File: src/hdl/vnpd_pkg.sv
// Shared types and constants for the voxel nearest point distance block.
`default_nettype none

package vnpd_pkg;

    // Field widths
    localparam int COORD_BITS = 20;
    localparam int SLOT_W     = 10;
    localparam int COUNT_W    = 11;
    localparam int DIST_SQ_W  = 36;
    localparam int DIST_W     = 18;
    localparam int CFG_IDX_W  = 1;

    // Arithmetic widths of the distance datapath
    localparam int DIFF_W = COORD_BITS + 1;
    localparam int SQ_W   = 2 * DIFF_W;
    localparam int DSQ_W  = SQ_W + 2;

    // Command codes
    localparam logic CMD_LOAD  = 1'b0;
    localparam logic CMD_QUERY = 1'b1;

    // Configuration register indexes
    localparam logic [CFG_IDX_W-1:0] CFG_ATOM_COUNT   = 1'b0;
    localparam logic [CFG_IDX_W-1:0] CFG_BULK_DIST_SQ = 1'b1;

    // Reset values and the distance ceiling (1000000 square angstrom)
    localparam logic [COUNT_W-1:0]   ATOM_COUNT_RST = '0;
    localparam logic [DIST_SQ_W-1:0] BULK_DIST_RST  = 36'd6553600;
    localparam logic [DIST_SQ_W-1:0] CEILING_SQ     = 36'd65536000000;

    // Leading power of four for the root iteration
    localparam logic [DIST_SQ_W-1:0] SQRT_ONE_INIT = 36'h400000000;

    typedef logic signed [COORD_BITS-1:0] t_coord;

    typedef struct packed {
        logic                command;
        logic [SLOT_W-1:0]   atom_index;
        t_coord              point_x;
        t_coord              point_y;
        t_coord              point_z;
    } t_in;

    typedef struct packed {
        logic [DIST_SQ_W-1:0] min_dist_sq;
        logic [DIST_W-1:0]    min_dist;
        logic                 is_bulk;
    } t_out;

    typedef struct packed {
        t_coord x;
        t_coord y;
        t_coord z;
    } t_point;

    // Scan result handed from the scan engine to the root unit
    typedef struct packed {
        logic [DIST_SQ_W-1:0] dist_sq;
        logic                 is_bulk;
    } t_sqrt_req;

endpackage

`default_nettype wire

File: src/hdl/vnpd_front.sv
// Front end: accepts commands, drops loads to absent slots, queues the rest.
`default_nettype none

module vnpd_front #(
    parameter int MAX_ATOMS = 1024
) (
    input  wire             i_clk,
    input  wire             i_rst_n,
    input  wire             i_in_valid,
    output logic            o_in_ready,
    input  vnpd_pkg::t_in   i_in_data,
    output logic            o_q_valid,
    input  wire             i_q_pop,
    output vnpd_pkg::t_in   o_q_data
);
    import vnpd_pkg::*;

    localparam int QDEPTH = 2;
    localparam int PTR_W  = 1;

    t_in               r_q [QDEPTH];
    logic [PTR_W-1:0]  r_wr_ptr;
    logic [PTR_W-1:0]  r_rd_ptr;
    logic [PTR_W:0]    r_count;
    logic              w_accept;
    logic              w_in_range;
    logic              w_push;
    logic              w_pop;

    // Classify the incoming transfer
    assign w_accept   = i_in_valid && o_in_ready;
    assign w_in_range = 32'(i_in_data.atom_index) < 32'(MAX_ATOMS);
    assign w_push     = w_accept && ((i_in_data.command == CMD_QUERY) || w_in_range);
    assign w_pop      = i_q_pop && o_q_valid;

    assign o_in_ready = r_count != (PTR_W + 1)'(QDEPTH);
    assign o_q_valid  = r_count != '0;
    assign o_q_data   = r_q[r_rd_ptr];

    // Hold queued entries
    always_ff @(posedge i_clk) begin
        if (w_push) begin
            r_q[r_wr_ptr] <= i_in_data;
        end
    end

    // Advance pointers and count
    always_ff @(posedge i_clk) begin
        if (!i_rst_n) begin
            r_wr_ptr <= '0;
            r_rd_ptr <= '0;
            r_count  <= '0;
        end else begin
            if (w_push) begin
                r_wr_ptr <= r_wr_ptr + 1'b1;
            end
            if (w_pop) begin
                r_rd_ptr <= r_rd_ptr + 1'b1;
            end
            if (w_push && !w_pop) begin
                r_count <= r_count + 1'b1;
            end else if (w_pop && !w_push) begin
                r_count <= r_count - 1'b1;
            end
        end
    end

endmodule

`default_nettype wire

File: config.mk
export PLATFORM = sky130hd
export DESIGN_NAME = vnpd_front
export DESIGN_NICKNAME = d
export VERILOG_FILES = /design/src/hdl/vnpd_pkg.sv /design/src/hdl/vnpd_front.sv
export SDC_FILE = /design/constraint.sdc
export NUM_CORES = 1
export LEC_CHECK = 0
export ABC_AREA = 1
export BUFFER_PORTS_ARGS = -buffer_cell sky130_fd_sc_hd__buf_2
export CORE_MARGIN = 1
export CORE_UTILIZATION = 55
export DETAILED_ROUTE_END_ITERATION = 7
export PLACE_DENSITY = 0.9
export SLEW_MARGIN = 40
export SYNTH_ARGS = -nofsm -noshare
export SYNTH_HDL_FRONTEND = slang
export SYNTH_SLANG_ARGS = --single-unit
File: constraint.sdc
create_clock -name i_clk -period 9.4 [get_ports i_clk]
set_input_delay 0.47 -clock i_clk [delete_from_list [all_inputs] [get_ports i_clk]]
set_output_delay 0.47 -clock i_clk [all_outputs]
set_load 0.02 [all_outputs]
# After elaboration in Yosys (flattened, before gate mapping)
# Memory sizes are Yosys's and may differ from the RTL's. A register that Yosys moved wholly into a read port is not among the register bits.
# Cells that the tools add are included.
# Widths: inputs -> output; s select.
dict set report totals {
  elab_cells 23
  in_bits 75
  output_inout_bits 73
  regBits 4
  latchBits 0
  mem_bits_rw 142
  memories 1
  rom_bits 0
}
# name depth width rd rd_ports_with_merged_regs wr line
set memory_table {}
lappend memory_table {r_q 2 71 1 1 1 vnpd_front.sv:21} ;# t_in r_q [QDEPTH];
dict set report classes {
  n_eq_ne 1
  addsub 4
  shifts 0
  reduce_logical 8
  n_bitwise 0
  order_cmp 0
  div 0
  muxes 6
  multipliers 0
}
# operator count
set op_table {}
lappend op_table {{$logic_and 1x1->1} 4}
lappend op_table {{$mux 1} 4}
lappend op_table {{$mux 2} 2}
lappend op_table {{$reduce_bool 2->1} 2}
lappend op_table {{$add 1x1->1 const B} 2}
lappend op_table {{$add 2x1->2 const B} 1}
lappend op_table {{$logic_not 1->1} 2}
lappend op_table {{$ne 2x2->1 const B} 1}
lappend op_table {{$sub 2x1->2 const B} 1}

# Logic depth before layout (Yosys ltp)
dict set report depth {
  depth_word 6
  ltp_mapped 11
  mapped_depth_nobuf 11
}

# Worst setup path before layout
# No wires, ideal clock.
dict set report synth_timing {
  path_kind {flip-flop to flip-flop}
  from {register r_count[0]}
  to {memory r_q[0][0] in the netlist's numbering (enable)}
  stages_incl_launch_ff 5
  path_buffers 0
  period_less_slack_ps 4193
  setup_time_ps 501
  t_arrival_ps 3692
  path_slack_ps 5207
  path_cell_list {dfxtp_1 -> inv_1 -> nand2_1 -> nand2_1 -> nor2_1}
}
dict set report synth_via {
  elab_chain_cells 4
}
# element line
set synth_rtl {}
lappend synth_rtl {{from (decl)} vnpd_front.sv:24} ;# logic [PTR_W:0] r_count;
lappend synth_rtl {{from (signal assigned)} vnpd_front.sv:61} ;# r_count <= r_count + 1'b1;
lappend synth_rtl {{from (signal assigned)} vnpd_front.sv:63} ;# r_count <= r_count - 1'b1;
lappend synth_rtl {{$ne 2x2->1} vnpd_front.sv:36} ;# assign o_in_ready = r_count != (PTR_W + 1)'(QDEPTH);
lappend synth_rtl {{net o_in_ready} vnpd_front.sv:10} ;# output logic o_in_ready,
lappend synth_rtl {{$logic_and 1x1->1} vnpd_front.sv:31} ;# assign w_accept = i_in_valid && o_in_ready;
lappend synth_rtl {{$mux 1} vnpd_front.sv:42} ;# if (w_push) begin
lappend synth_rtl {{$mux 1 (implied by the code)} vnpd_front.sv:43} ;# r_q[r_wr_ptr] <= i_in_data;
lappend synth_rtl {{to (decl)} vnpd_front.sv:21}
# The timed path passes the listed nets, and every way through them passes these cells.

==> results.cfg <==
[sta]
relSlewSlack = 0.525
period_needed_ns = 2.96
tns_ns = 0
fin_hold_ws_ns = 0.148
clock.fmax_mhz = 337
setup_violations = 0
tightest_slew_ns = 0.713
period_share = 0.315
rsz0062_at_grt = no
hold_viol = 0
setup_slack_ns = 6.44
finClkSkew_ns = 0.0114
slew_viol_final = 0

[cts]
postCtsSetupRepairBufs = 0
htree_levels = 4
clockBufferDepth = 2
path_clk_slew_ns = 0.06
cts_sinks = 147
root_buffer = clkbuf_8
cts_resized = 0
cts_tree = done
cts_buffers = 17
clk-insertion-delay-late_ns = 0.51
hold_buffers = 0

[layout]
insertedDiodeCount = 0
nets = 497
final_common_cell = buf_2
final_cell_mix = buf_2 (147), edfxtp_1 (142), mux2_4 (70)
area_growth_pct = 25.9
layout-drive-gt1-share = 0.588
design_area_um2 = 7200

[routing]
dr.first_iter.drc_count = 118
wl_um = 9840
dr_total_vias = 2812
routedWlPerCell_um = 17.4
avgViaCountPerCell = 4.96
dr.pass1.iters = 4
route.detailed.drc = 0
antenna_left = 0

[critical_path]
critPathRequiredTime_ns = 8.93
worstSetupStartpointType = register
cpPeakStageDelay_ns = 0.74
cp_max_fo = 40
endpoint_kind = output pin
path_delay_family = buffers and inverters
arrival_ns = 2.49
crit_slowest_cell = dfxtp_4
crit_type = register to output pin
crit_chain = buf_4, mux2_4, buf_2
cp_num_buf_inv = 2

[yosys]
netlist_area_um2 = 5720
yosys_warnings = 0
ys_seq_area_frac = 0.763
postSynthAreaPerCell_um2 = 22.2
synth-seq-cells = 147
synth_nets = 334
netlist_instances = 258
synthDistinctLibCells = 15

[global_routing]
grt_max_degree = 43
grt_antenna_before_repair = 2
grt-ovfl-total = 0
groute.usage.overall = 0.190
grt_pass1_wl_um = 14900
grt_pass1_vias = 2895

[power_and_ir_drop]
pwr_density_cell_nw_per_um2 = 293
ir_drop_v = 0.000169
p_leak_nw = 2.89

[place]
portBuffers = 147
dpl.hpwl_um = 6530
dp_slack_ns = 6.95
dpl_cell_area_um2 = 6550
gp_congestion = 0.676

[floorplan]
dieArea_um2 = 10800
pin_count = 148
core_um2 = 9910
start_util = 0.577
row_count = 36
fp.dieW_um = 104
fp.dieH_um = 104

[status]
status = complete, no violations

[job]
drv_cap = 0

[worst_hold_path]
hold_path.class = input pin to register
-- flip-flops by register name, indices dropped and copies added, names as in the netlist, named ones only --
signal / flops
r_rd_ptr: 1
r_count: 2
r_q: 142
r_wr_ptr: 1
-- synthesized netlist by cell type, drive strengths merged --
master	number	area share
o21ai	2	0.0018
nand3	1	0.00087
nor2	8	0.0053
buf	8	0.026
edfxtp	142	0.75
ha	1	0.0022
a21oi	1	0.00087
o21a	1	0.0013
inv	8	0.0053
mux2	71	0.19
dfxtp	5	0.018
nand4	1	0.0011
nand2	9	0.0059
-- report_power, final --
group / internal, W / leakage [nW] / total (W) / switching [W]
clock: 0.000480 / 0.317 / 0.000721 / 0.000241
sequential: 0.000830 / 1.37 / 0.000878 / 0.0000485
combinational: 0.000233 / 1.21 / 0.000513 / 0.000280
total: 0.00154 / 2.89 / 0.00211 / 0.000569
-- cell families (layout without fill, tap and decap cells) --
kind of cell	Yosys count	after routing	synth area share
AOI/OAI and AO/OA	4	4	0.00394
buffers and inverters	16	192	0.0317
and+or+nand+nor	19	19	0.0131
DFF	147	147	0.763
adders and majority gates	1	1	0.00219
muxes	71	71	0.186
-- worst register-to-register path: cells and delay by family (launching register included) --
| kind | cells | cell delay [ns] |
|---|---|---|
| AND/OR/NAND/NOR | 3 | 0.68 |
| buffers and inverters | 2 | 0.62 |
| flip-flops | 1 | 0.37 |
-- layer usage --
| layer | global-route usage | vias up | part of all wire |
|---|---|---|---|
| met5 | 0 | - | 0.0029 |
| li1 | - | 1329 | - |
| met4 | 0.0735 | 4 | 0.0048 |
| met3 | 0.0633 | 8 | 0.046 |
| met1 | 0.216 | 1365 | 0.41 |
| met2 | 0.332 | 106 | 0.54 |
-- worst paths after layout --
path,from,cells after the start,end,slack [ns]
max,register,3,o_q_data[46],6.44
min reg2reg,r_rd_ptr,2,register,0.52
min,i_in_data[54],1,r_q[1][54],0.15
max reg2reg,r_count[0],5,r_q[0][7],7.35
-- layout make-up --
cell class                 count  area, um2
clock buffer                  23        467
fill                         619       2710
timing repair buffer         152        801
multi-input combinational     95       1190
tap                          133        166
inverter                       8       30.0
sequential                   147       4370
clock inverter                 9        178
-- stage by stage --
stage               power [W]  std cells   util
detailed placement    0.00141        535  0.661
CTS                   0.00213        567  0.726
global route          0.00219        567  0.726
finish                0.00211        567  0.726
floorplan             0.00129        258      -
global placement      0.00138        533  0.657
Power figures use the tool's default switching activity.
