`src/hdl/vnpd_pkg.sv`:
```
// Shared types and constants for the voxel nearest point distance block.
`default_nettype none

package vnpd_pkg;

    // Field widths
    localparam int COORD_BITS = 20;
    localparam int SLOT_W     = 10;
    localparam int COUNT_W    = 11;
    localparam int DIST_SQ_W  = 36;
    localparam int DIST_W     = 18;
    localparam int CFG_IDX_W  = 1;

    // Arithmetic widths of the distance datapath
    localparam int DIFF_W = COORD_BITS + 1;
    localparam int SQ_W   = 2 * DIFF_W;
    localparam int DSQ_W  = SQ_W + 2;

    // Command codes
    localparam logic CMD_LOAD  = 1'b0;
    localparam logic CMD_QUERY = 1'b1;

    // Configuration register indexes
    localparam logic [CFG_IDX_W-1:0] CFG_ATOM_COUNT   = 1'b0;
    localparam logic [CFG_IDX_W-1:0] CFG_BULK_DIST_SQ = 1'b1;

    // Reset values and the distance ceiling (1000000 square angstrom)
    localparam logic [COUNT_W-1:0]   ATOM_COUNT_RST = '0;
    localparam logic [DIST_SQ_W-1:0] BULK_DIST_RST  = 36'd6553600;
    localparam logic [DIST_SQ_W-1:0] CEILING_SQ     = 36'd65536000000;

    // Leading power of four for the root iteration
    localparam logic [DIST_SQ_W-1:0] SQRT_ONE_INIT = 36'h400000000;

    typedef logic signed [COORD_BITS-1:0] t_coord;

    typedef struct packed {
        logic                command;
        logic [SLOT_W-1:0]   atom_index;
        t_coord              point_x;
        t_coord              point_y;
        t_coord              point_z;
    } t_in;

    typedef struct packed {
        logic [DIST_SQ_W-1:0] min_dist_sq;
        logic [DIST_W-1:0]    min_dist;
        logic                 is_bulk;
    } t_out;

    typedef struct packed {
        t_coord x;
        t_coord y;
        t_coord z;
    } t_point;

    // Scan result handed from the scan engine to the root unit
    typedef struct packed {
        logic [DIST_SQ_W-1:0] dist_sq;
        logic                 is_bulk;
    } t_sqrt_req;

endpackage

`default_nettype wire

```
`src/hdl/vnpd_sqrt.sv`:
```
// Iterative floor square root, one root bit per cycle, with result register.
`default_nettype none

module vnpd_sqrt (
    input  wire                  i_clk,
    input  wire                  i_rst_n,
    input  wire                  i_req_valid,
    output logic                 o_req_ready,
    input  vnpd_pkg::t_sqrt_req  i_req,
    output logic                 o_out_valid,
    input  wire                  i_out_ready,
    output vnpd_pkg::t_out       o_out_data
);
    import vnpd_pkg::*;

    logic                  r_busy;
    logic [DIST_SQ_W-1:0]  r_op;
    logic [DIST_SQ_W-1:0]  r_res;
    logic [DIST_SQ_W-1:0]  r_one;
    t_sqrt_req             r_req;
    logic                  r_out_valid;
    t_out                  r_out;
    logic [DIST_SQ_W-1:0]  w_trial;
    logic                  w_take;
    logic                  w_iter_done;
    logic                  w_load_out;

    assign o_req_ready = !r_busy;
    assign o_out_valid = r_out_valid;
    assign o_out_data  = r_out;

    assign w_take      = i_req_valid && !r_busy;
    assign w_trial     = r_res + r_one;
    assign w_iter_done = r_busy && (r_one == '0);
    assign w_load_out  = w_iter_done && (!r_out_valid || i_out_ready);

    // Iterate the remainder and partial root
    always_ff @(posedge i_clk) begin
        if (w_take) begin
            r_req <= i_req;
            r_op  <= i_req.dist_sq;
            r_res <= '0;
            r_one <= SQRT_ONE_INIT;
        end else if (r_busy && !w_iter_done) begin
            if (r_op >= w_trial) begin
                r_op  <= r_op - w_trial;
                r_res <= (r_res >> 1) + r_one;
            end else begin
                r_res <= r_res >> 1;
            end
            r_one <= r_one >> 2;
        end
        if (w_load_out) begin
            r_out <= '{min_dist_sq: r_req.dist_sq,
                       min_dist:    r_res[DIST_W-1:0],
                       is_bulk:     r_req.is_bulk};
        end
    end

    // Track busy and the output transfer
    always_ff @(posedge i_clk) begin
        if (!i_rst_n) begin
            r_busy      <= 1'b0;
            r_out_valid <= 1'b0;
        end else begin
            if (w_take) begin
                r_busy <= 1'b1;
            end else if (w_load_out) begin
                r_busy <= 1'b0;
            end
            if (w_load_out) begin
                r_out_valid <= 1'b1;
            end else if (i_out_ready) begin
                r_out_valid <= 1'b0;
            end
        end
    end

endmodule

`default_nettype wire
```
`config.mk`:
```
export PLATFORM = sky130hd
export DESIGN_NAME = vnpd_sqrt
export DESIGN_NICKNAME = d
export VERILOG_FILES = /design/src/hdl/vnpd_pkg.sv /design/src/hdl/vnpd_sqrt.sv
export SDC_FILE = /design/constraint.sdc
export NUM_CORES = 1
export LEC_CHECK = 0
export ABC_AREA = 1
export BUFFER_PORTS_ARGS = -buffer_cell sky130_fd_sc_hd__buf_2
export CORE_MARGIN = 10
export CORE_UTILIZATION = 40
export DETAILED_ROUTE_END_ITERATION = 8
export PLACE_DENSITY_LB_ADDON = 0.15
export RECOVER_POWER = 25
export SYNTH_ARGS = -nofsm -noshare
export SYNTH_HDL_FRONTEND = slang
export SYNTH_SLANG_ARGS = --single-unit
```
`constraint.sdc`:
```
create_clock -name i_clk -period 8.9 [get_ports i_clk]
set_clock_uncertainty 0.15 [all_clocks]
set_input_delay 0.445 -clock i_clk [delete_from_list [all_inputs] [get_ports i_clk]]
set_output_delay 0.445 -clock i_clk [all_outputs]
set_load 0.01 [all_outputs]
```
After elaboration in Yosys (flattened, before gate mapping)

Index checks and enable logic that the tools add are counted.

Memories kept: 0
Output and inout bits: 57
Memory bits (read-only): 0
Bits in latches: 0
Bits of input ports: 41
Word-level logic and storage cells: 36
Flip-flop bits (word level): 184
Memory bits (writable): 0

Shifts and indexed selects: 0
Div/mod/pow operators: 0
Reduce and logical (&&, ||, !) cells: 14
$add $sub $neg: 3
$mul: 0
Bitwise operators: 0
Multiplexer cells: 8
Order comparisons: 1
Equal/unequal tests: 0

Operator list:

| kind              | count |
|---|---|
| $mux 36           | 4 |
| $add 35x35->36    | 1 |
| $add 36x35->36    | 1 |
| $ge 36x36->1      | 1 |
| $logic_not 36->1  | 1 |
| $sub 36x36->36    | 1 |
| $reduce_bool 2->1 | 4 |
| $logic_and 1x1->1 | 4 |
| $mux 1            | 4 |
| $logic_not 1->1   | 3 |
| $reduce_and 2->1  | 1 |
| $logic_or 1x1->1  | 1 |

Logic depth before layout (Yosys ltp)

Gate-level depths: netlist of run 1.

Word-level depth: 6
Depth in mapped cells: 31
Depth with buffers taken out: 30

Least setup slack after synthesis of run 1

No wires, ideal clock.

Kind: flip-flop to flip-flop
From: reg r_one[0]
To: reg r_op[0], enable pin
Library setup time: 0.479 ns
Required time: 8.271 ns
Period minus slack after synthesis: 6.176 ns
Data arrival time: 5.547 ns
Slack: 2.724 ns
Path buffers: 1
Stages on the path, launching flop included: 23
Cell sequence: dfxtp_1 ha_1 ha_1 nand2_1 a21oi_1 a21oi_1 o21ai_1 nand3_1 nand2_1 a21oi_1 xor2_1 ha_1 nand2_1 inv_1 nand3_2 inv_1 nand3_2 nor2_4 nor2_8 nand2_4 buf_8 inv_2 o21ai_0

Cells in the longest elaborated chain, start to end: 6
Elaborated cells between the ends (all ways): 9
Those cells by class: add/sub: 1; order compare: 1; reduce/logical: 7

Ends and longest elaborated chain:

| what                                                                   | RTL line        | text |
|---|---|---|
| from (decl)                                                            | vnpd_sqrt.sv:19 | `logic [DIST_SQ_W-1:0] r_one;` |
| from (signal assigned)                                                 | vnpd_sqrt.sv:51 | `r_one <= r_one >> 2;` |
| parallel branches: the longest is 5 deep, another holds $add 36x35->36 | n/a             |  |
| $reduce_and 2->1 (no source line) (*)                                  | n/a             |  |
| to (signal assigned)                                                   | vnpd_sqrt.sv:41 | `r_op <= i_req.dist_sq;` |
| to (signal assigned)                                                   | vnpd_sqrt.sv:46 | `r_op <= r_op - w_trial;` |
| to (decl)                                                              | vnpd_sqrt.sv:17 | `logic [DIST_SQ_W-1:0] r_op;` |

Mark *: on every way between the ends.
A chain may end at the register's enable or synchronous reset.

Final worst setup path of run 1

From: reg r_res[10]
To: reg r_op[31], enable pin

Cells in the longest elaborated chain, start to end: 4

Ends and longest elaborated chain:

| what                               | RTL line        | text |
|---|---|---|
| from (decl)                        | vnpd_sqrt.sv:18 | `logic [DIST_SQ_W-1:0] r_res;` |
| from (signal assigned)             | vnpd_sqrt.sv:47 | `r_res <= (r_res >> 1) + r_one;` |
| from (signal assigned)             | vnpd_sqrt.sv:49 | `r_res <= r_res >> 1;` |
| $add 36x35->36                     | vnpd_sqrt.sv:33 | `assign w_trial = r_res + r_one;` |
| $ge 36x36->1                       | vnpd_sqrt.sv:45 | `if (r_op >= w_trial) begin` |
| $reduce_bool 2->1 (no source line) | n/a             |  |
| $reduce_and 2->1 (no source line)  | n/a             |  |

No other way between the ends.

==> results list, run 1 <==
- Initial core utilization: 40.5%
* Worst stage delay on the critical path: 500 ps
- Required time of the critical path: 8840 ps
* Final worst-path cycle share: 58.1%
* Fin nets: 1883
* CP dominant cell by count: sky130_fd_sc_hd__o21ai_0
* Portion of netlist area occupied by mux cells: 0%
- Mean area per synthesized cell: 7.39 um^2
- Routability-driven placement finished with a final weighted congestion of 0.917.
- Max-cap violations in this run came to 0.
* Clock buffer depth: 2
* Final core area utilization: 45.3%
- Headroom to the max-slew limit came out at 37.0%.
- The number of nets handed over by synthesis was 1798.
- Number of levels the H-tree was split into: 4
- Final total negative setup slack: 0 ps
- For this design, the slowest cell found on the critical path is sky130_fd_sc_hd__dfxtp_1.
- Portion of synthesized cell area occupied by the leading cell type: 30.9%
* Final-report setup violation count: 0
- Buffers added to address setup during post-CTS repair amount to 0.
- In the routed design, unresolved DRC markers number 0.
* Status: finished, final reports clean
- Summing all multi-input logic gate instances after layout gives 0.00659 mm^2.
- The cell count after synthesis came out at 1682.
* Start-to-end type of the worst setup path: reg2reg
- Slew at the pin closest to its max-slew limit: 945 ps
- In this run the tool buffered the top-level ports with 97 buffer cells.
- Yosys printed 0 warnings.
- By area the synthesized netlist is led by sky130_fd_sc_hd__edfxtp_1 31%, sky130_fd_sc_hd__nand2_1 15%, sky130_fd_sc_hd__dfxtp_1 9.0%.
- In the final layout, the share of cells above drive strength 1 is 8.43%.
- Final hold violations: 0
* Final antenna-violating net count: 0
- Placed instance area: 0.0133 mm^2
* Crit path DAT: 5110 ps
- For this design, the sink count on the clock tree is 184.
- Ports: 98
- The tree is rooted in a sky130_fd_sc_hd__clkbuf_16.
* Compound-cell area share of the yosys netlist: 10.4%
- STA classifies the critical path endpoint as a flip-flop.
* Final-report max-slew violation count: 0
- Summing all flip-flop and latch instances after layout gives 0.00496 mm^2.
- Core Area: 0.0307 mm^2
- For this design the static power due to leakage is 5.90 nW.
- Synth Area in XOR/XNOR: 4.23%
* Filler cells: 3183
- Max Fanout on Critical Path: 59
- Area share of and/or/nand/nor cells after synthesis: 30.6%
* Floorplan die area: 0.0385 mm^2
- In this run, post-CTS hold repair placed 4 buffers.
* First-pass iteration count of the detailed router: 6
- Number of global-route vias before repair: 10700
* Clock tree from TritonCTS: done
- Once the clock tree was built, the resizer swapped 0 gates to a different size.
- The path class of the tightest hold or removal check is in2reg.
- Dominant combinational cell family by area after synthesis: simple AND/OR/NAND/NOR gates
- After legalization and detailed placement, the total HPWL measured 28100 um.
- Unrepaired setup endpoints after global routing: false
- After Yosys synthesis, full adders, half adders and majority gates account for 7.61% of the synthesized area.
- For this block, the initial DRC count from the detailed router was 1094.
- Summed over all layers, the global routing overflow is 0.
- VDD sags by at most 174 uV.
- The die is 196 um tall.
- WL final: 36500 um
- Traced cell by cell, the critical path runs through ha_1, nand2_1, o21ai_0, a21oi_1, o21ai_0, a21oi_1, o21ai_0, xor2_1, ha_1, nand2_2, nor2_4, nand2_1, nor4_4, nand2_4, nand2_4, inv_2, o21ai_4, buf_4.
- For the worst-skew pair, the clock arrives at the later sink with an insertion delay of 460 ps.
* Register bit total from synthesis: 184
- Count of flip-flops with a built-in enable after synthesis: 128
* P&R area growth vs syn: 11.7%
* Final critical path time including I/O delays and setup: 5170 ps
- Power spread over the standard cell area amounts to 330 mW/mm^2.
* Wire length per cell after detailed routing: 16.8 um
- Post-synth top flop: sky130_fd_sc_hd__edfxtp_1
* Most instantiated library cell after synthesis: sky130_fd_sc_hd__nand2_1
- Yosys cell types: 51
- Wire length of the first global-routing pass: 58000 um
- Drt via density: 5.19
- Cell accounting for the most synthesized area: sky130_fd_sc_hd__edfxtp_1
* Total CTS buffers: 17
* Netlist area before placement: 0.0124 mm^2
- Critical Path Start Type: flip-flop
- Global routing consumed, over all layers together, 18.9% of the routing resources.
* Number of antenna repair diodes: 0
* Design Area, Final: 0.0139 mm^2
- Antenna violations before repair: 0
* Pin count of the biggest net entering global routing: 68
* Achievable clock frequency: 193 MHz
- FP Rows: 64
* Proportion of synthesized chip area in sequential cells: 39.9%
- By count the netlist is led by 506 x sky130_fd_sc_hd__nand2_1, 181 x sky130_fd_sc_hd__inv_1, 181 x sky130_fd_sc_hd__nor2_1, 128 x sky130_fd_sc_hd__edfxtp_1, 114 x sky130_fd_sc_hd__nand3_1.
- In this run the horizontal extent of the chip is 196 um.
- DR vias: 11300
- Async set-or-reset flop fraction in the synthesized netlist: 0%
- Clock transition at the register clock pins on the worst setup and hold paths after CTS: 70 ps
[placed cells by master, fill, tap and decap left out, types with 3 or more instances in the layout]
cell                              n
sky130_fd_sc_hd__a21o_1           4
sky130_fd_sc_hd__a21oi_1        101
sky130_fd_sc_hd__buf_2           74
sky130_fd_sc_hd__buf_4            7
sky130_fd_sc_hd__clkbuf_1        22
sky130_fd_sc_hd__clkbuf_16       17
sky130_fd_sc_hd__dfxtp_1         56
sky130_fd_sc_hd__dlygate4sd3_1    4
sky130_fd_sc_hd__edfxtp_1       128
sky130_fd_sc_hd__ha_1            74
sky130_fd_sc_hd__inv_1          180
sky130_fd_sc_hd__inv_2            8
sky130_fd_sc_hd__inv_6            4
sky130_fd_sc_hd__nand2_1        505
sky130_fd_sc_hd__nand2_2          6
sky130_fd_sc_hd__nand3_1        114
sky130_fd_sc_hd__nand3_2          4
sky130_fd_sc_hd__nand3b_1        25
sky130_fd_sc_hd__nand4_1         13
sky130_fd_sc_hd__nor2_1         180
sky130_fd_sc_hd__nor2_4           5
sky130_fd_sc_hd__nor3_1          23
sky130_fd_sc_hd__o211ai_1         3
sky130_fd_sc_hd__o21a_1           4
sky130_fd_sc_hd__o21ai_0         91
sky130_fd_sc_hd__o21ai_1         10
sky130_fd_sc_hd__o21bai_1        10
sky130_fd_sc_hd__or2_2            8
sky130_fd_sc_hd__xnor2_1         32
sky130_fd_sc_hd__xor2_1          28
[critical path: cells and delay by family, from the launching register on]
family | cells | cell delay [ps]
adder cells (fa/ha/maj) | 2 | 700
AND/OR/NAND/NOR | 7 | 1400
flip-flops | 1 | 500
AO/OA/AOI/OAI | 6 | 1180
buffers and inverters | 2 | 620
XOR/XNOR | 1 | 190
[final timing paths]
path | startpoint | end | slack (ps) | cells after the start
max reg2reg | r_res[10]$_SDFFE_PP0P_ | r_op[31]$_DFFE_PP_ | 3730 | 18
max | r_res[10]$_SDFFE_PP0P_ | r_op[31]$_DFFE_PP_ | 3730 | 18
min | i_req[31] | r_req[31]$_DFFE_PP_ | 30 | 1
min reg2reg | r_req[27]$_DFFE_PP_ | o_out_data[45]$_DFFE_PP_ | 260 | 0
[where the power goes]
group	internal [W]	total [W]	switching, W
sequential	0.00115	0.00132	0.000177
combinational	0.000866	0.00250	0.00163
clock	0.000414	0.000763	0.000348
total	0.00243	0.00458	0.00215
[logic make-up (layout without fill, tap and decap cells)]
logic type,after synthesis,in the layout
xor gates and xnor gates,60,60
adders and majority gates,75,75
AOI/OAI and AO/OA,239,239
and+or+nand+nor,894,894
DFF,184,184
buffers and inverters,230,327
[state kept, by name, indices dropped and copies added (netlist names)]
signal       count
r_busy           1
o_out_valid      1
r_one           18
o_out_data      55
r_req           37
r_res           36
r_op            36
[per-layer routing]
layer	wire, um	share of wire [%]	GRT usage, %	vias up
met4	605	1.7	5.23	0
met2	16500	45	29.9	309
met3	1990	5.5	3.51	31
met5	0	0	0	-
met1	17400	48	25.7	5232
li1	-	-	-	5712
[cell type report]
cell class / instances / area share, %
Multi-Input combinational cell: 1268 / 47.5
Sequential cell: 184 / 35.8
Inverter: 188 / 5.08
Timing Repair Buffer: 108 / 3.96
Tap cell: 396 / 3.57
Clock buffer: 17 / 3.06
Clock inverter: 14 / 1.06
[through the flow]
stage / instances / hold WS (ps) / power [W] / setup slack [ps]
finish: 2175 / 29.9 / 0.00458 / 3730
global route: 2175 / 12.6 / 0.00499 / 3330
CTS: 2175 / 0.321 / 0.00459 / 3750
detailed placement: 2140 / 255 / 0.00381 / 3780
global placement: 2140 / 251 / 0.00380 / 3900
floorplan: 1682 / 250 / 0.00321 / 2720
Note: power is estimated with default switching activity, not from simulation.
==> run 2, diff against run 1 <==
--- a/config.mk
+++ b/config.mk
@@ -5,7 +5,7 @@
 export SDC_FILE = /design/constraint.sdc
 export NUM_CORES = 1
 export LEC_CHECK = 0
-export ABC_AREA = 1
+export ABC_AREA = 0
 export BUFFER_PORTS_ARGS = -buffer_cell sky130_fd_sc_hd__buf_2
 export CORE_MARGIN = 10
 export CORE_UTILIZATION = 40
==> constraint.sdc (replaced) <==
create_clock -name i_clk -period 4.9 [get_ports i_clk]
set_clock_uncertainty 0.15 [all_clocks]
set_input_delay 0.245 -clock i_clk [delete_from_list [all_inputs] [get_ports i_clk]]
set_output_delay 0.245 -clock i_clk [all_outputs]
set_load 0.01 [all_outputs]
==> results list, run 2 <==
- Setup slack of the critical path after layout: 139 ps (-3590 ps)
* Placed instance area: 0.0119 mm^2 (-10%)
* Clock transition at the register clock pins on the worst setup and hold paths after CTS: 80 ps (about the same)
- The library cells used most frequently in the layout, excluding fill and tap cells, are 128 x sky130_fd_sc_hd__edfxtp_1, 113 x sky130_fd_sc_hd__nand2_1, 103 x sky130_fd_sc_hd__a21oi_1.
- DR vias: 8864 (-21%)
- The highest clock frequency the design can meet is 210 MHz (+8.7%).
- Status: finished, final reports clean
- Width of the chip: 182 um (-7.1%)
* Drt via density: 5.46 (+5.3%)
* Final worst-path cycle share: 97.2% (+39 points)
- Cells along the critical path: ha_4, buf_4, a311oi_2, o31a_1, o21a_1, o211ai_1, a31oi_1, buf_4, nor2_2, nor2_2, xor2_2, ha_2, buf_4, nand2_1, o21ai_1, a22oi_1, o21bai_2, a211oi_4, or2_1, buf_6, or4_4, a21oi_1
- Floorplan die area: 0.0332 mm^2 (-14%)
- Post-synth top flop: sky130_fd_sc_hd__edfxtp_1
* Number of levels the H-tree was split into: 4 (unchanged)
- The total iterations of the first detailed-routing run is 5 (-1).
- The library cell used most frequently in the layout, excluding fill and tap cells, is sky130_fd_sc_hd__edfxtp_1.
* Number of nets produced by synthesis: 1182 (-34%)
* Ratio of total power to cell area: 645 mW/mm^2 (+95%)
* Final-report setup violation count: 0 (unchanged)
- Depth of the worst register-to-register path: 22 (+4)
* Post-Place Setup Slack: -143 ps (-3930 ps)
- The count of placed standard cells including taps was 1538 (-28%).
- The number of antenna violations at the first check in global routing came to 0 (unchanged).
- Final critical path time including I/O delays and setup: 4760 ps (-413 ps)
- Final total negative setup slack: 0 ps (unchanged)
* Initial core utilization: 40.5% (about the same)
- The global-route congestion overflow total came to 0 (unchanged).
* Synth top cells by count: 128 x sky130_fd_sc_hd__edfxtp_1, 117 x sky130_fd_sc_hd__nand2_1, 105 x sky130_fd_sc_hd__a21oi_1, 86 x sky130_fd_sc_hd__o21ai_0, 78 x sky130_fd_sc_hd__nor2_1
- Relative to the synthesized area, the layout overhead comes to 24.7%.
- In this run the worst hold path is classified as reg2reg.
* Yosys cell types: 65 (+27%)
* Cell types with the largest area share after synthesis: sky130_fd_sc_hd__edfxtp_1 36%, sky130_fd_sc_hd__dfxtp_1 11%, sky130_fd_sc_hd__ha_1 8.8%
- The number of buffers added on ports is 97 (unchanged).
- In the post-synthesis netlist, the cell with the most instances is sky130_fd_sc_hd__edfxtp_1.
- Cell accounting for the most synthesized area: sky130_fd_sc_hd__edfxtp_1
- The number of clock buffers inserted by TritonCTS came to 17 (unchanged).
* FP Rows: 59 (-7.8%)
* Final-report max-slew violation count: 0 (unchanged)
- Async set-or-reset flop fraction in the synthesized netlist: 0% (unchanged)
- The biggest cell delay along the critical path is 510 ps (about the same).
- The count of non-filler cells in the finished layout was 1622 (-25%).
- Synth warnings: 0 (unchanged)
- Capture point of the critical path: r_res[30]$_SDFFE_PP0P_
* Worst hold slack: 266 ps (+237 ps)
- Wire length of the first global-routing pass: 45600 um (-21%)
- Worst r2r src: r_one[2]$_SDFFE_PP0P_
- Netlist area before placement: 0.0105 mm^2 (-15%)
- The worst setup path is captured at a flip-flop.
- The number of flops mapped to enable cells by yosys came to 128 (unchanged).
* Register bit total from synthesis: 184 (unchanged)
- The via count of the first global-routing pass is 8667 (-19%).
* R2r setup slk: 140 ps (-3590 ps)
* Wire length per cell after detailed routing: 17.8 um (+6.3%)
- Design Area, Final: 0.0131 mm^2 (-5.3%)
- WL final: 28900 um (-21%)
* Die outline height: 182 um (-7.1%)
* Cell with the largest stage delay on the worst path: sky130_fd_sc_hd__or4_4
* Critical Path Start Type: flip-flop
- The number of design-rule violations left by the first detailed-router iteration was 523 (-52%).
* Beginning of the critical path: r_one[2]$_SDFFE_PP0P_
- Clock buffer depth: 2 (unchanged)
- The placeable core region was 0.0260 mm^2 (-15%).
- Crit path DAT: 4970 ps (-140 ps)
* Final hold violations: 0 (unchanged)
- Clock tree from TritonCTS: done
- Clock Sinks: 184 (unchanged)
* Fraction of final layout cells with drive strength greater than 1: 18.0% (+9.6 points)
* Fin nets: 1390 (-26%)
- The tightest slew margin relative to the limit was 40.1% (+3.1 points).
- The transition time of the tightest slew-check pin was 899 ps (-45.8 ps).
- Peak VDD IR: 346 uV (+99%)
- The flip-flop count of the largest register after layout is 55 (unchanged).
- Post-detailed-placement half-perimeter wirelength: 20600 um (-27%)
- The largest fanout on the critical path came to 5 (-92%).
- Ports: 98 (unchanged)
* Number of maximum-capacitance violations: 0 (unchanged)
- Mean area per synthesized cell: 9.88 um^2 (+34%)
* GR Util All Layers: 16.8% (-2.1 points)
- The share of Yosys cell area claimed by the top area cell type came to 36.5% (+5.6 points).
* Worst R2R End: r_res[30]$_SDFFE_PP0P_
- The final routed DRC violation total is 0 (unchanged).
- The cell that appears most often on the critical path is sky130_fd_sc_hd__buf_4.
- The setup path with the least slack is of type reg2reg.
- The share of the yosys chip area belonging to registers came to 47.1% (+7.2 points).
* P_leak: 4.93 nW (-16%)
* Required time of the critical path: 5110 ps (-3730 ps)
* Number of antenna repair diodes: 0 (unchanged)
* Insertion delay of the later-clocked pin in the worst-skew pair: 440 ps (-20 ps)
- The final antenna-violating net count is 0 (unchanged).
- Root buffer selected by CTS: sky130_fd_sc_hd__clkbuf_16
- The global placement routability congestion is 0.916 (about the same).
- Pin count of the biggest net entering global routing: 72 (+5.9%)
- Post-synthesis cell count: 1066 (-37%)
[run 2: cell count changes after synthesis, moves of 10 or more]
cell	delta
sky130_fd_sc_hd__mux2i_1	+10
sky130_fd_sc_hd__nand3b_1	-25
sky130_fd_sc_hd__o31ai_1	+13
sky130_fd_sc_hd__nor2_1	-103
sky130_fd_sc_hd__o21ai_1	-10
sky130_fd_sc_hd__inv_1	-164
sky130_fd_sc_hd__a31oi_1	+30
sky130_fd_sc_hd__a21o_1	+12
sky130_fd_sc_hd__nand3_1	-86
sky130_fd_sc_hd__xnor2_1	+19
sky130_fd_sc_hd__xor2_1	+11
sky130_fd_sc_hd__nor3_1	+10
sky130_fd_sc_hd__nand2_1	-389
[run 2: worst min-delay path by stage]
stage | from | to | slack, ps | cells after the start
6_report | r_req[36]$_DFFE_PP_ | o_out_data[54]$_DFFE_PP_ | 270 | 0
5_1_grt | r_req[27]$_DFFE_PP_ | o_out_data[45]$_DFFE_PP_ | 270 | 0
4_1_cts | r_req[36]$_DFFE_PP_ | o_out_data[54]$_DFFE_PP_ | 270 | 0
3_5_place_dp | r_req[18]$_DFFE_PP_ | o_out_data[36]$_DFFE_PP_ | 250 | 0
3_3_place_gp | r_req[35]$_DFFE_PP_ | o_out_data[53]$_DFFE_PP_ | 250 | 0
2_1_floorplan | i_req[0] | r_req[0]$_DFFE_PP_ | 190 | 0
[run 2: logic make-up (layout without fill, tap and decap cells)]
group	Yosys count	in the layout	share of synthesized area [%]
AND/OR/NAND/NOR	328	329	14.5
adder cells (fa/ha/maj)	75	75	8.98
flip-flops	184	184	47.1
multiplexers	13	13	1.27
XOR/XNOR	90	90	7.48
AO/OA/AOI/OAI	317	317	18.4
buffers and inverters	59	279	2.21
[run 2: cell type report]
type / count / area, um^2
timing repair buffer: 229 / 1540
clock buffer: 17 / 425
clock inverter: 15 / 135
inverter: 18 / 68.8
tap: 335 / 419
multi-input combinational: 824 / 5590
sequential: 184 / 4970
fill: 2424 / 12800
[run 2: routing by layer]
layer / GRT usage, % / wire length (um) / vias up
li1: - / - / 4401
met1: 21.1 / 13200 / 4241
met2: 28.6 / 14000 / 190
met3: 3.03 / 1190 / 32
met4: 5.21 / 500 / 0
met5: 0 / 0 / -
[run 2: metrics by stage]
stage / power, W / util [%]
final: 0.00848 / 50.6
after global routing: 0.00906 / 50.6
after CTS: 0.00821 / 49.8
after detailed placement: 0.00680 / 46.0
after global placement: 0.00678 / 46.0
after floorplan: 0.00540 / -
[run 2: power by group]
group / switching (W) / internal, W
Clock: 0.000677 / 0.000670
Combinational: 0.00266 / 0.00208
Sequential: 0.000249 / 0.00215
[run 2: critical path: cells and delay by family, from the launching register on]
kind            cells  cell delay, ps
compound gates     10            1770
simple gates        5            1010
fa+ha+maj           2             670
buf+inv             4             580
flops               1             340
xor+xnor            1             160
[run 2: timing repair]
action,CTS,global route
pin swaps,0,27
resized for setup,4,53
buffers inserted,0,10
cloned,0,1
hold buffers,41,0
endpoints found under the hold margin,65,0
endpoints found under the setup margin,47,83
==> run 3, diff against run 2 <==
--- a/config.mk
+++ b/config.mk
@@ -6,12 +6,14 @@
 export NUM_CORES = 1
 export LEC_CHECK = 0
 export ABC_AREA = 0
+export ABC_CLOCK_PERIOD_IN_PS = 4900
 export BUFFER_PORTS_ARGS = -buffer_cell sky130_fd_sc_hd__buf_2
 export CORE_MARGIN = 10
 export CORE_UTILIZATION = 40
 export DETAILED_ROUTE_END_ITERATION = 8
 export PLACE_DENSITY_LB_ADDON = 0.15
 export RECOVER_POWER = 25
+export SETUP_SLACK_MARGIN = 0.15
 export SYNTH_ARGS = -nofsm -noshare
 export SYNTH_HDL_FRONTEND = slang
 export SYNTH_SLANG_ARGS = --single-unit
==> results list, run 3 (synthesis results as in run 2) <==
- Final critical path time including I/O delays and setup: 4610 ps (-148 ps)
* Total of buffers placed on input and output ports: 97 (unchanged)
- Path class of the lowest-slack min-delay path: reg2reg
* Antenna violations before repair: 0 (unchanged)
- The data required time of the worst path came to 5120 ps (about the same).
- Final worst-path cycle share: 94.1% (-3.0 points)
- Number of antenna repair diodes: 0 (unchanged)
* Die outline height: 182 um (unchanged)
- Achievable clock frequency: 217 MHz (+3.2%)
- The final routed DRC violation total was 0 (unchanged).
- The global routing usage on met3 is 3.24% (+0.22 points).
- The total of max-cap violations was 0 (unchanged).
* Drt via density: 5.45 (-0.25%)
* CP dominant cell by count: sky130_fd_sc_hd__buf_4
* Clock transition at the register clock pins on the worst setup and hold paths after CTS: 80 ps (about the same)
- In the layout the commonest cells are 128 x sky130_fd_sc_hd__edfxtp_1, 112 x sky130_fd_sc_hd__nand2_1, 101 x sky130_fd_sc_hd__a21oi_1.
- Final-report max-slew violation count: 0 (unchanged)
- The starting density of the core came to 40.5% (unchanged).
- The final antenna-violating net count was 0 (unchanged).
- The number of rows created at floorplan was 59 (unchanged).
* Slew at the pin closest to its max-slew limit: 939 ps (+40.4 ps)
- Cell with the largest stage delay on the worst path: sky130_fd_sc_hd__or4_1
* P&R area growth vs syn: 24.8% (about the same)
* Clock Sinks: 184 (unchanged)
- The global router's overall resource usage was 16.8% (+0.055 points).
- On the critical path the largest part of the delay comes from compound AO/OA/AOI/OAI gates.
- Met1 track demand over resource in global routing: 21.7% (+0.65 points)
- The biggest cell delay along the critical path was 520 ps (about the same).
- Peak VDD IR: 315 uV (-9.0%)
- The number of placed I/O pins is 98 (unchanged).
- The first-pass GRT wire length came to 45600 um (about the same).
- Post-detailed-placement half-perimeter wirelength: 20900 um (+1.3%)
- Clock buffer depth: 2 (unchanged)
* Flip-flop count of the largest register after layout: 55 (unchanged)
- The fraction of layout instances using a drive strength above 1 came to 18.4% (+0.36 points).
* Root buffer selected by CTS: sky130_fd_sc_hd__clkbuf_16
* Number of levels the H-tree was split into: 4 (unchanged)
- Cells along the critical path: ha_4, buf_4, a311oi_2, o31a_1, o21a_2, o211ai_1, a31oi_1, buf_4, nor2_1, nor2_1, xor2_1, ha_2, nand4_2, buf_4, nor2_2, a22oi_2, o21bai_2, a211oi_4, or2_4, or4_1, a21oi_1
* Start-to-end type of the worst setup path: reg2reg
* Starting DRC count in detailed routing: 617 (+18%)
* DR vias: 8793 (-0.80%)
* Width of the chip: 182 um (unchanged)
* Critical Path Start Type: flip-flop
* Number of global-route vias before repair: 8501 (-1.9%)
* Total CTS buffers: 17 (unchanged)
- The placeable core region was 0.0260 mm^2 (unchanged).
- The arrival time at the worst endpoint was 4830 ps (-140 ps).
- The flow ran to the end, and the final reports show no timing, DRC or antenna violations.
* Final core area utilization: 50.6% (about the same)
- The critical path buffer and inverter count is 3 (-1).
* Count of placed standard cells including taps: 1529 (-0.59%)
* P_leak: 4.94 nW (about the same)
* WL final: 28900 um (about the same)
* Sort of element at the end of the critical path: flip-flop
* First-pass iteration count of the detailed router: 5 (unchanged)
* Cell Count, Final, Fillers Out: 1613 (-0.55%)
- Grt met2 use: 28.2% (-0.40 points)
- Final total negative setup slack: 0 ps (unchanged)
- Max Fanout on Critical Path: 5 (unchanged)
- Pin count of the biggest net entering global routing: 73 (+1.4%)
- Layer with the highest usage after global routing: met2
- Insertion delay of the later-clocked pin in the worst-skew pair: 450 ps (about the same)
* Wire length per cell after detailed routing: 17.9 um (+0.48%)
- The global placement routability congestion is 0.909 (-0.78%).
- The number of endpoints failing setup at the final stage was 0 (unchanged).
* Final hold violations: 0 (unchanged)
- TritonCTS built the clock tree.
- The global-route congestion overflow total came to 0 (unchanged).
* Fin nets: 1381 (-0.65%)
* Floorplan die area: 0.0332 mm^2 (unchanged)
- The final-layout worst hold slack came to 261 ps (-5.94 ps).
* Max transition margin: 37.4% (-2.7 points)
* Unrepaired setup endpoints after global routing: false
- R2r setup slk: 290 ps (+150 ps)
- Most frequent standard cell in the layout excluding fill and tap cells: sky130_fd_sc_hd__edfxtp_1
- Ratio of total power to cell area: 636 mW/mm^2 (-1.4%)
run 3: cell count changes in the layout (fill, tap and decap cells not counted), sizes merged:
cell      previous run  this run
clkbuf              63        65
clkinvlp             3         1
clkinv               7         9
inv                 23        22
buf                142       132
run 3: per-layer routing:
metal / routed length (um) / vias to the layer above
met2: 13900 / 189
met1: 13400 / 4198
met4: 452 / 0
met3: 1150 / 27
li1: - / 4379
met5: 0 / -
run 3: per-stage QoR:
step | total power (W) | setup WS [ps] | instance area, um^2
global route | 0.00895 | 91.4 | 13200
detailed placement | 0.00677 | -28.8 | 11900
finish | 0.00836 | 288 | 13200
floorplan | 0.00541 | 188 | 10600
CTS | 0.00820 | 124 | 12900
global placement | 0.00674 | 51.5 | 11900
run 3: repair_timing:
item | in CTS | in global routing
gates resized for setup | 14 | 63
endpoints found under the setup margin | 74 | 85
setup buffers | 3 | 7
cloned | 1 | 0
pin swaps | 2 | 31
hold buffers | 41 | 0
endpoints found under the hold margin | 60 | 0
run 3: final timing paths:
check                                           start                       end  cells after the start
worst max-delay path            r_res[0]$_SDFFE_PP0P_    r_res[30]$_SDFFE_PP0P_                     21
worst min-delay path              r_req[35]$_DFFE_PP_  o_out_data[53]$_DFFE_PP_                      0
worst max register to register  r_res[0]$_SDFFE_PP0P_    r_res[30]$_SDFFE_PP0P_                     21
worst min register to register    r_req[35]$_DFFE_PP_  o_out_data[53]$_DFFE_PP_                      0
run 3: layout make-up:
| type | count | area (um^2) |
|---|---|---|
| Fill cell | 2470 | 12800 |
| Multi-Input combinational cell | 824 | 5680 |
| Sequential cell | 184 | 4970 |
| Timing Repair Buffer | 220 | 1450 |
| Clock buffer | 18 | 429 |
| Tap cell | 335 | 419 |
| Clock inverter | 14 | 131 |
| Inverter | 18 | 68.8 |
run 3: worst register-to-register path, stage by stage (launching register included):
cell	delay, ps
sky130_fd_sc_hd__dfxtp_1	380
sky130_fd_sc_hd__ha_4	160
sky130_fd_sc_hd__buf_4	110
sky130_fd_sc_hd__a311oi_2	100
sky130_fd_sc_hd__o31a_1	330
sky130_fd_sc_hd__o21a_2	260
sky130_fd_sc_hd__o211ai_1	260
sky130_fd_sc_hd__a31oi_1	130
sky130_fd_sc_hd__buf_4	180
sky130_fd_sc_hd__nor2_1	90
sky130_fd_sc_hd__nor2_1	50
sky130_fd_sc_hd__xor2_1	160
sky130_fd_sc_hd__ha_2	410
sky130_fd_sc_hd__nand4_2	130
sky130_fd_sc_hd__buf_4	170
sky130_fd_sc_hd__nor2_2	120
sky130_fd_sc_hd__a22oi_2	90
sky130_fd_sc_hd__o21bai_2	220
sky130_fd_sc_hd__a211oi_4	90
sky130_fd_sc_hd__or2_4	300
sky130_fd_sc_hd__or4_1	520
sky130_fd_sc_hd__a21oi_1	140
run 3: report_power, final:
part	leakage, nW	total, W	switching (W)	internal [W]
clock	0.271	0.00134	0.000671	0.000671
sequential	1.67	0.00240	0.000250	0.00215
combinational	3.00	0.00462	0.00263	0.00199
total	4.94	0.00836	0.00355	0.00480
